## src/rtl/swm_pkg.sv

```systemverilog
// Package for the sliding window maximum block.
// Holds the controller state type, the command and status bundles and the register width.
// No dependencies; used by swm_ctrl, swm_dpath and sliding_window_max.
`timescale 1ns / 1ps
`default_nettype none

package swm_pkg;

    localparam int CFG_W = 7;

    typedef enum logic [2:0] {
        S_IDLE,
        S_FRONT_RD,
        S_FRONT_CHK,
        S_BACK_RD,
        S_BACK_CHK,
        S_PUSH,
        S_OUT_RD,
        S_OUT
    } t_state;

    typedef struct packed {
        logic load;
        logic rd_front;
        logic drop_front;
        logic rd_back;
        logic drop_back;
        logic push;
        logic load_out;
    } t_cmd;

    typedef struct packed {
        logic front_stale;
        logic back_smaller;
        logic emit;
        logic out_free;
    } t_status;

endpackage

`default_nettype wire

```

## src/rtl/swm_ram.sv

```systemverilog
// Generic single-write, single-read memory with a registered read port.
// No dependencies; used for both copies of the deque storage.
`timescale 1ns / 1ps
`default_nettype none

module swm_ram #(
    parameter int WIDTH = 39,
    parameter int DEPTH = 64
) (
    input  wire logic                                          i_clk,
    input  wire logic                                          i_we,
    input  wire logic [((DEPTH > 1) ? $clog2(DEPTH) : 1)-1:0]  i_waddr,
    input  wire logic [WIDTH-1:0]                              i_wdata,
    input  wire logic                                          i_re,
    input  wire logic [((DEPTH > 1) ? $clog2(DEPTH) : 1)-1:0]  i_raddr,
    output logic      [WIDTH-1:0]                              o_rdata
);

    logic [WIDTH-1:0] r_mem [DEPTH];
    logic [WIDTH-1:0] r_rdata;

    always_ff @(posedge i_clk) begin
        if (i_we) begin
            r_mem[i_waddr] <= i_wdata;
        end
        if (i_re) begin
            r_rdata <= r_mem[i_raddr];
        end
    end

    assign o_rdata = r_rdata;

endmodule

`default_nettype wire

```

## src/rtl/swm_ctrl.sv

```systemverilog
// Controller state machine for the sliding window maximum block.
// Depends on swm_pkg; drives the command bundle of swm_dpath from its status bundle.
`timescale 1ns / 1ps
`default_nettype none

module swm_ctrl
    import swm_pkg::*;
(
    input  wire logic    i_clk,
    input  wire logic    i_rst_n,
    input  wire logic    i_valid,
    input  t_status      i_status,
    output logic         o_stall,
    output t_cmd         o_cmd
);

    t_state r_state;
    t_state n_state;

    always_ff @(posedge i_clk) begin
        if (!i_rst_n) begin
            r_state <= S_IDLE;
        end else begin
            r_state <= n_state;
        end
    end

    always_comb begin
        n_state = r_state;
        case (r_state)
            S_IDLE: begin
                if (i_valid) begin
                    n_state = S_FRONT_RD;
                end
            end
            S_FRONT_RD:  n_state = S_FRONT_CHK;
            S_FRONT_CHK: begin
                n_state = i_status.front_stale ? S_FRONT_RD : S_BACK_RD;
            end
            S_BACK_RD:   n_state = S_BACK_CHK;
            S_BACK_CHK: begin
                n_state = i_status.back_smaller ? S_BACK_RD : S_PUSH;
            end
            S_PUSH:      n_state = S_OUT_RD;
            S_OUT_RD:    n_state = S_OUT;
            S_OUT: begin
                if (!i_status.emit || i_status.out_free) begin
                    n_state = S_IDLE;
                end
            end
            default:     n_state = S_IDLE;
        endcase
    end

    always_comb begin
        o_cmd   = '0;
        o_stall = 1'b1;
        case (r_state)
            S_IDLE: begin
                o_stall    = 1'b0;
                o_cmd.load = i_valid;
            end
            S_FRONT_RD:  o_cmd.rd_front   = 1'b1;
            S_FRONT_CHK: o_cmd.drop_front = i_status.front_stale;
            S_BACK_RD:   o_cmd.rd_back    = 1'b1;
            S_BACK_CHK:  o_cmd.drop_back  = i_status.back_smaller;
            S_PUSH:      o_cmd.push       = 1'b1;
            S_OUT_RD:    o_cmd.rd_front   = 1'b1;
            S_OUT:       o_cmd.load_out   = i_status.emit && i_status.out_free;
            default: begin
                o_cmd = '0;
            end
        endcase
    end

endmodule

`default_nettype wire

```

## src/rtl/swm_dpath.sv

```systemverilog
// Datapath of the sliding window maximum block: deque pointers, counters and result register.
// Depends on swm_pkg and swm_ram; keeps two mirrored copies of the deque storage.
`timescale 1ns / 1ps
`default_nettype none

module swm_dpath
    import swm_pkg::*;
#(
    parameter int WINDOW_MAX   = 64,
    parameter int SAMPLE_WIDTH = 32
) (
    input  wire logic                           i_clk,
    input  wire logic                           i_rst_n,
    input  wire logic                           i_window_size_we,
    input  wire logic        [CFG_W-1:0]        i_window_size,
    input  wire logic signed [SAMPLE_WIDTH-1:0] i_sample,
    input  wire logic                           i_start_req,
    input  wire logic                           i_stall,
    input  t_cmd                                i_cmd,
    output t_status                             o_status,
    output logic                                o_valid,
    output logic signed [SAMPLE_WIDTH-1:0]      o_window_max
);

    localparam int HEAD_W  = (WINDOW_MAX > 1) ? $clog2(WINDOW_MAX) : 1;
    localparam int CNT_W   = $clog2(WINDOW_MAX + 1);
    localparam int POS_W   = $clog2(2 * WINDOW_MAX);
    localparam int SUM_W   = CNT_W + 1;
    localparam int CMP_W   = (CNT_W > CFG_W) ? CNT_W : CFG_W;
    localparam int ENT_W   = SAMPLE_WIDTH + POS_W;
    localparam int POS_MOD = 2 * WINDOW_MAX;

    logic [CFG_W-1:0]               r_window_size;
    logic signed [SAMPLE_WIDTH-1:0] r_sample;
    logic [HEAD_W-1:0]              r_head;
    logic [CNT_W-1:0]               r_count;
    logic [POS_W-1:0]               r_pos;
    logic [CNT_W-1:0]               r_seen;
    logic                           r_emit;
    logic                           r_out_valid;
    logic signed [SAMPLE_WIDTH-1:0] r_window_max;

    logic [CNT_W-1:0]               w_k;
    logic [ENT_W-1:0]               w_front_ent;
    logic [ENT_W-1:0]               w_back_ent;
    logic [ENT_W-1:0]               w_push_ent;
    logic signed [SAMPLE_WIDTH-1:0] w_front_val;
    logic signed [SAMPLE_WIDTH-1:0] w_back_val;
    logic [POS_W-1:0]               w_front_pos;
    logic [POS_W:0]                 w_age_sum;
    logic [POS_W-1:0]               w_age;
    logic [HEAD_W-1:0]              w_head_inc;
    logic [SUM_W-1:0]               w_back_sum;
    logic [SUM_W-1:0]               w_tail_sum;
    logic [HEAD_W-1:0]              w_back_slot;
    logic [HEAD_W-1:0]              w_tail_slot;
    logic [HEAD_W-1:0]              w_push_slot;
    logic                           w_full;
    logic [CNT_W-1:0]               w_seen_next;
    logic                           w_out_free;

    always_comb begin
        if (r_window_size == '0) begin
            w_k = CNT_W'(1);
        end else if (CMP_W'(r_window_size) > CMP_W'(WINDOW_MAX)) begin
            w_k = CNT_W'(WINDOW_MAX);
        end else begin
            w_k = CNT_W'(r_window_size);
        end
    end

    assign w_head_inc = (r_head == HEAD_W'(WINDOW_MAX - 1)) ? '0 : r_head + 1'b1;

    assign w_back_sum  = SUM_W'(r_head) + SUM_W'(r_count) - 1'b1;
    assign w_tail_sum  = SUM_W'(r_head) + SUM_W'(r_count);
    assign w_back_slot = (w_back_sum >= SUM_W'(WINDOW_MAX))
                       ? HEAD_W'(w_back_sum - SUM_W'(WINDOW_MAX)) : HEAD_W'(w_back_sum);
    assign w_tail_slot = (w_tail_sum >= SUM_W'(WINDOW_MAX))
                       ? HEAD_W'(w_tail_sum - SUM_W'(WINDOW_MAX)) : HEAD_W'(w_tail_sum);
    assign w_full      = (r_count == CNT_W'(WINDOW_MAX));
    assign w_push_slot = w_full ? r_head : w_tail_slot;
    assign w_push_ent  = {r_sample, r_pos};

    swm_ram #(
        .WIDTH (ENT_W),
        .DEPTH (WINDOW_MAX)
    ) u_front_ram (
        .i_clk   (i_clk),
        .i_we    (i_cmd.push),
        .i_waddr (w_push_slot),
        .i_wdata (w_push_ent),
        .i_re    (i_cmd.rd_front),
        .i_raddr (r_head),
        .o_rdata (w_front_ent)
    );

    swm_ram #(
        .WIDTH (ENT_W),
        .DEPTH (WINDOW_MAX)
    ) u_back_ram (
        .i_clk   (i_clk),
        .i_we    (i_cmd.push),
        .i_waddr (w_push_slot),
        .i_wdata (w_push_ent),
        .i_re    (i_cmd.rd_back),
        .i_raddr (w_back_slot),
        .o_rdata (w_back_ent)
    );

    assign w_front_val = w_front_ent[ENT_W-1:POS_W];
    assign w_front_pos = w_front_ent[POS_W-1:0];
    assign w_back_val  = w_back_ent[ENT_W-1:POS_W];

    assign w_age_sum = (POS_W + 1)'(r_pos) - (POS_W + 1)'(w_front_pos)
                     + ((r_pos < w_front_pos) ? (POS_W + 1)'(POS_MOD) : '0);
    assign w_age     = w_age_sum[POS_W-1:0];

    assign w_seen_next = (r_seen < CNT_W'(WINDOW_MAX)) ? r_seen + 1'b1 : r_seen;
    assign w_out_free  = !r_out_valid || !i_stall;

    assign o_status.front_stale  = (r_count != '0) && (w_age >= POS_W'(w_k));
    assign o_status.back_smaller = (r_count != '0) && (w_back_val < r_sample);
    assign o_status.emit         = r_emit;
    assign o_status.out_free     = w_out_free;

    always_ff @(posedge i_clk) begin
        if (!i_rst_n) begin
            r_window_size <= CFG_W'(1);
            r_head        <= '0;
            r_count       <= '0;
            r_pos         <= '0;
            r_seen        <= '0;
            r_emit        <= 1'b0;
            r_out_valid   <= 1'b0;
        end else begin
            if (i_window_size_we) begin
                r_window_size <= i_window_size;
            end
            if (i_cmd.load && i_start_req) begin
                r_head  <= '0;
                r_count <= '0;
                r_pos   <= '0;
                r_seen  <= '0;
            end
            if (i_cmd.drop_front) begin
                r_head  <= w_head_inc;
                r_count <= r_count - 1'b1;
            end
            if (i_cmd.drop_back) begin
                r_count <= r_count - 1'b1;
            end
            if (i_cmd.push) begin
                if (w_full) begin
                    r_head <= w_head_inc;
                end else begin
                    r_count <= r_count + 1'b1;
                end
                r_pos  <= (r_pos == POS_W'(POS_MOD - 1)) ? '0 : r_pos + 1'b1;
                r_seen <= w_seen_next;
                r_emit <= (w_seen_next >= w_k);
            end
            if (i_cmd.load_out) begin
                r_out_valid <= 1'b1;
            end else if (r_out_valid && !i_stall) begin
                r_out_valid <= 1'b0;
            end
        end
    end

    always_ff @(posedge i_clk) begin
        if (i_cmd.load) begin
            r_sample <= i_sample;
        end
        if (i_cmd.load_out) begin
            r_window_max <= w_front_val;
        end
    end

    assign o_valid      = r_out_valid;
    assign o_window_max = r_window_max;

    a_count_bound: assert property (@(posedge i_clk) disable iff (!i_rst_n)
        r_count <= CNT_W'(WINDOW_MAX))
        else $error("deque count exceeds window capacity");

    a_push_nonempty: assert property (@(posedge i_clk) disable iff (!i_rst_n)
        i_cmd.push |=> (r_count != '0))
        else $error("deque empty right after a push");

    a_out_loaded: assert property (@(posedge i_clk) disable iff (!i_rst_n)
        i_cmd.load_out |=> r_out_valid)
        else $error("result register not valid after load");

    a_no_overwrite: assert property (@(posedge i_clk) disable iff (!i_rst_n)
        (r_out_valid && i_stall) |-> !i_cmd.load_out)
        else $error("pending result overwritten");

endmodule

`default_nettype wire

```

## src/rtl/sliding_window_max.sv

```systemverilog
// Top level of the sliding window maximum block: running maximum over the last K samples.
// Depends on swm_pkg, swm_ctrl and swm_dpath (which holds two swm_ram instances).
//
//   Channel   Direction  Handshake             Beat contents
//   input     in         i_valid / o_stall     i_sample, i_start_req
//   output    out        o_valid / i_stall     o_window_max
//   config    in         i_window_size_we      i_window_size
//
// An accepted sample takes front read/check steps, dropping aged-out front entries, then back
// read/check steps, popping smaller back entries, then push, output read and output states.
// Each deque step reads, then checks, since each storage copy has one registered read port.
// Reset is synchronous and clears all control state; the deque storage needs no clearing.
// A finished result waits in the output register while the next sample is processed; the
// block holds its last state only when a second result is ready before the first is taken.
`timescale 1ns / 1ps
`default_nettype none

module sliding_window_max
    import swm_pkg::*;
#(
    parameter int WINDOW_MAX   = 64,
    parameter int SAMPLE_WIDTH = 32
) (
    input  wire logic                           i_clk,
    input  wire logic                           i_rst_n,
    input  wire logic                           i_window_size_we,
    input  wire logic        [CFG_W-1:0]        i_window_size,
    input  wire logic                           i_valid,
    output logic                                o_stall,
    input  wire logic signed [SAMPLE_WIDTH-1:0] i_sample,
    input  wire logic                           i_start_req,
    output logic                                o_valid,
    input  wire logic                           i_stall,
    output logic signed [SAMPLE_WIDTH-1:0]      o_window_max
);

    t_cmd    w_cmd;
    t_status w_status;

    swm_ctrl u_ctrl (
        .i_clk    (i_clk),
        .i_rst_n  (i_rst_n),
        .i_valid  (i_valid),
        .i_status (w_status),
        .o_stall  (o_stall),
        .o_cmd    (w_cmd)
    );

    swm_dpath #(
        .WINDOW_MAX   (WINDOW_MAX),
        .SAMPLE_WIDTH (SAMPLE_WIDTH)
    ) u_dpath (
        .i_clk            (i_clk),
        .i_rst_n          (i_rst_n),
        .i_window_size_we (i_window_size_we),
        .i_window_size    (i_window_size),
        .i_sample         (i_sample),
        .i_start_req      (i_start_req),
        .i_stall          (i_stall),
        .i_cmd            (w_cmd),
        .o_status         (w_status),
        .o_valid          (o_valid),
        .o_window_max     (o_window_max)
    );

endmodule

`default_nettype wire
```

## config.mk

```make
export PLATFORM = sky130hd
export DESIGN_NAME = sliding_window_max
export DESIGN_NICKNAME = d
export VERILOG_FILES = /design/src/rtl/swm_pkg.sv /design/src/rtl/swm_ram.sv /design/src/rtl/swm_ctrl.sv /design/src/rtl/swm_dpath.sv /design/src/rtl/sliding_window_max.sv
export SDC_FILE = /design/constraint.sdc
export NUM_CORES = 2
export LEC_CHECK = 0
export ABC_AREA = 1
export CORE_UTILIZATION = 45
export CTS_BUF_LIST = sky130_fd_sc_hd__clkbuf_8
export CTS_CLUSTER_SIZE = 8
export DETAILED_ROUTE_END_ITERATION = 10
export DONT_BUFFER_PORTS = 1
export PLACE_DENSITY_LB_ADDON = 0.05
export SLEW_MARGIN = 30
export SYNTH_ARGS = -nofsm -noshare
export SYNTH_HDL_FRONTEND = slang
export SYNTH_MEMORY_MAX_BITS = 65536
export SYNTH_SLANG_ARGS = --single-unit
```

## constraint.sdc

```tcl
create_clock -name i_clk -period 6.7 [get_ports i_clk]
set_input_delay 0.335 -clock i_clk [delete_from_list [all_inputs] [get_ports i_clk]]
set_output_delay 0.335 -clock i_clk [all_outputs]
set_load 0.05 [all_outputs]
```

==> impl_metrics.json <==
{
  "path_max_fanout": 62,
  "root_buffer": "clkbuf_8",
  "clk_pin_slew_ps": 60,
  "min_period_ps": 5090,
  "syn_area_um2": 125000,
  "p_seq_share_pct": 51.1,
  "grt_pass1_vias": 92500,
  "syn_inst": 11900,
  "end_kind": "register",
  "fp.dieH_um": 530,
  "cts_tree": "done",
  "grt_max_degree": 204,
  "pwr-share-comb_pct": 11.0,
  "max_stage_delay_ps": 810,
  "crit_chain": "ha_4 > inv_8 > ha_4 > buf_12 > buf_4 > a21oi_1 > o21ai_0 > o21ai_0 > mux2_2 > nand2_1 > nand3_1 > nand3_1 > o21ai_1",
  "async_flop_share_pct": 0,
  "dp_hpwl_um": 280000,
  "switchingPower_mw": 10.0,
  "clock_skew_ps": 74.6,
  "critPathLaunch": "u_dpath.r_head[0]",
  "wl_um": 492000,
  "p_per_area_nw_per_um2": 263,
  "dr.pass1.iters": 9,
  "numPortBuffers": 0,
  "crit_type": "register to register",
  "min_path_type": "input pin to register",
  "cp_slowest_cell": "ha_4",
  "dieArea_um2": 280000,
  "startpoint_type": "register",
  "drc": 0,
  "post-place-cells": 14900,
  "grt_pass1_wl_um": 687000,
  "rr_worst_depth": 13,
  "rsz0062_at_grt": "no",
  "vias": 101000,
  "fin_tns_setup_ps": 0,
  "r2r_start": "u_dpath.r_head[0]",
  "clockPowerShare_pct": 37.8,
  "clock_sinks": 2670,
  "post-route-period-util_pct": 75.9,
  "syn_avg_cell_area_um2": 10.5,
  "ys_types": 59,
  "grt_overflow_total": 0,
  "ys_warn_count": 0,
  "fp.dieW_um": 530,
  "clk_latency_ps": 1160,
  "ys_seq_area_share_pct": 63.7,
  "clockBufferDepth": 4,
  "fin_cells": 15900,
  "coreArea_um2": 276000,
  "hold_viol_final": 0,
  "synth-edff-count": 2631,
  "track_usage_pct": 34.1,
  "place_congestion": 0.903,
  "area_delta_synth_final_pct": 11.0,
  "post-place-ws_ps": 1770,
  "status": "finished clean",
  "ant_nets": 0,
  "leakagePower_nw": 46.8,
  "p_int_mw": 26.5,
  "maxCapViolCount": 0,
  "h-tree-depth": 5,
  "start_util_pct": 45.3,
  "tightest_slew_ps": 1150,
  "irDropWorstVdd_mv": 0.162,
  "rr_endpoint": "u_dpath.u_back_ram.o_rdata[33]",
  "final-setup-viol-count": 0,
  "critical_path_arrival_ps": 5920,
  "synth_fp_nets": 12000,
  "slew_viol_final": 0,
  "cp_data_required_time_ps": 7540,
  "utilization_pct": 50.3,
  "drive_gt1_share_pct": 10.0,
  "p_sw_share_pct": 27.4,
  "drt_iter0_drc": 14900,
  "viasPerCell": 6.34,
  "wire_per_inst_um": 31.0,
  "setup_slack_ps": 1610,
  "nets": 11900,
  "core.rowCount": 193,
  "max_freq_mhz": 197,
  "antenna_found_initial": 36,
  "numCtsBuffers": 460,
  "io_pins": 79,
  "whs_path_depth": 3,
  "ys_ff_latch": 2670,
  "whs_ps": 101,
  "synth-main-ff-cell": "edfxtp_1",
  "crit_end": "u_dpath.u_back_ram.o_rdata[33]",
  "r2r_setup_slack_ps": 1610,
  "slew_headroom_pct": 23.3
}
## critical path, delay by kind of cell (launching register included)
kind,cells,cell delay (ps)
mux,1,270
simple gates,3,610
compound gates,4,390
fa+ha+maj,2,1380
buf+inv,3,1130
flops,1,760
## layout by cell type (no fill, tap or decap), types with 38 or more instances in the layout
cell | netlist | routed
ha_1 | 62 | 60
nand2_1 | 693 | 691
o21ai_1 | 37 | 38
o211ai_1 | 276 | 276
o32ai_1 | 50 | 50
clkinv_1 | 3 | 114
clkbuf_8 | 0 | 472
buf_12 | 0 | 62
buf_4 | 16 | 232
a21oi_1 | 1077 | 1075
nor2_1 | 1566 | 1499
edfxtp_1 | 2631 | 2631
clkinv_2 | 0 | 47
mux2_2 | 237 | 237
nor2_4 | 2 | 68
o221ai_1 | 49 | 49
inv_1 | 588 | 739
o22ai_1 | 117 | 117
nand4_1 | 43 | 43
dlygate4sd3_1 | 0 | 90
nand3_1 | 400 | 400
o21ai_0 | 2906 | 2901
## layer usage
| metal | share of wire (%) | GRT usage (%) | up-vias |
|---|---|---|---|
| li1 | - | - | 43200 |
| met1 | 40 | 47.1 | 49600 |
| met2 | 44 | 51.2 | 6612 |
| met3 | 11 | 7.35 | 1181 |
| met4 | 5.1 | 16.3 | 12 |
| met5 | 0.018 | 0 | - |
## cell families after synthesis
logic type               after synthesis  synth area share [%]
AO/OA/AOI/OAI                       4607                  19.6
AND/OR/NAND/NOR                     2724                  8.70
adder cells (fa/ha/maj)               64                 0.652
flip-flops                          2670                  63.7
XOR/XNOR                              27                 0.216
multiplexers                         237                  2.13
buffers and inverters               1549                  4.96
## cells in the mapped netlist (5+ instances only)
master / count / area (µm²)
inv_1: 588 / 2210
o22ai_1: 117 / 732
dfxtp_1: 39 / 781
o31ai_1: 6 / 45.0
nand2_1: 693 / 2600
a311oi_1: 15 / 131
nand4_1: 43 / 269
o221ai_1: 49 / 429
ha_1: 62 / 776
xnor2_1: 10 / 87.6
xor2_1: 14 / 123
o32ai_1: 50 / 438
a21oi_1: 1077 / 5390
nand3_1: 400 / 2000
edfxtp_1: 2631 / 79000
o211ai_1: 276 / 2070
o21a_1: 5 / 37.5
nor3_1: 8 / 40.0
inv_2: 8 / 30.0
buf_2: 258 / 1290
o21ai_1: 37 / 185
nor2_1: 1566 / 5880
mux2_2: 237 / 2670
a32o_1: 6 / 60.1
o311ai_0: 14 / 123
a31oi_1: 22 / 138
o21ai_0: 2906 / 14500
buf_4: 16 / 120
clkbuf_1: 619 / 2320
buf_1: 54 / 203
## final cells by class
cell class | instances | area, µm²
well taps | 3705 | 4640
diodes | 27 | 67.6
clock buffers | 472 | 6500
multi-input cells | 7659 | 39900
inverters | 600 | 2320
clock inverters | 345 | 1740
flip-flops and latches | 2670 | 79800
fillers | 24600 | 138000
repair buffers | 391 | 4030
## timing repair
item                                   in CTS  in global routing
endpoints found under the hold margin     103                 10
gates resized for setup                     0                  0
hold buffers                               90                  1
buffers inserted                            0                  0
## power groups by stage
stage	Clock, mW	Combinational [mW]	Sequential, mW
2_1_floorplan	0	2.11	19.1
3_3_place_gp	0	3.85	19.0
3_5_place_dp	0	3.88	19.0
4_1_cts	14.0	3.93	18.7
5_1_grt	14.7	4.27	18.7
6_report	13.8	4.04	18.7
## through the flow
| stage | total power, mW | instance area, µm² |
|---|---|---|
| after floorplan | 21.3 | 125000 |
| after global placement | 22.9 | 130000 |
| after detailed placement | 22.9 | 130000 |
| after CTS | 36.6 | 139000 |
| after global routing | 37.6 | 139000 |
| final | 36.6 | 139000 |
## worst min path at each step
stage                               startpoint                  endpoint  slack, ps
6_report                               i_stall           u_dpath.o_valid        100
5_1_grt                                i_stall           u_dpath.o_valid         60
4_1_cts                                i_stall           u_dpath.o_valid         10
3_5_place_dp   u_dpath.u_front_ram.o_rdata[26]  u_dpath.o_window_max[19]        410
3_3_place_gp   u_dpath.u_front_ram.o_rdata[10]   u_dpath.o_window_max[3]        400
2_1_floorplan   u_dpath.u_front_ram.o_rdata[7]   u_dpath.o_window_max[0]        400
## state kept, by name, indices dropped and copies added (netlist names)
| name | cells |
|---|---|
| u_ctrl.r_state | 3 |
| u_dpath.o_valid | 1 |
| u_dpath.o_window_max | 32 |
| u_dpath.r_count | 7 |
| u_dpath.r_emit | 1 |
| u_dpath.r_head | 6 |
| u_dpath.r_pos | 7 |
| u_dpath.r_sample | 32 |
| u_dpath.r_seen | 7 |
| u_dpath.r_window_size | 7 |
| u_dpath.u_back_ram.o_rdata | 32 |
| u_dpath.u_back_ram.r_mem | 39 |
| u_dpath.u_front_ram.o_rdata | 39 |
| u_dpath.u_front_ram.r_mem | 2457 |
No activity file was read; power rests on OpenSTA's default activity.
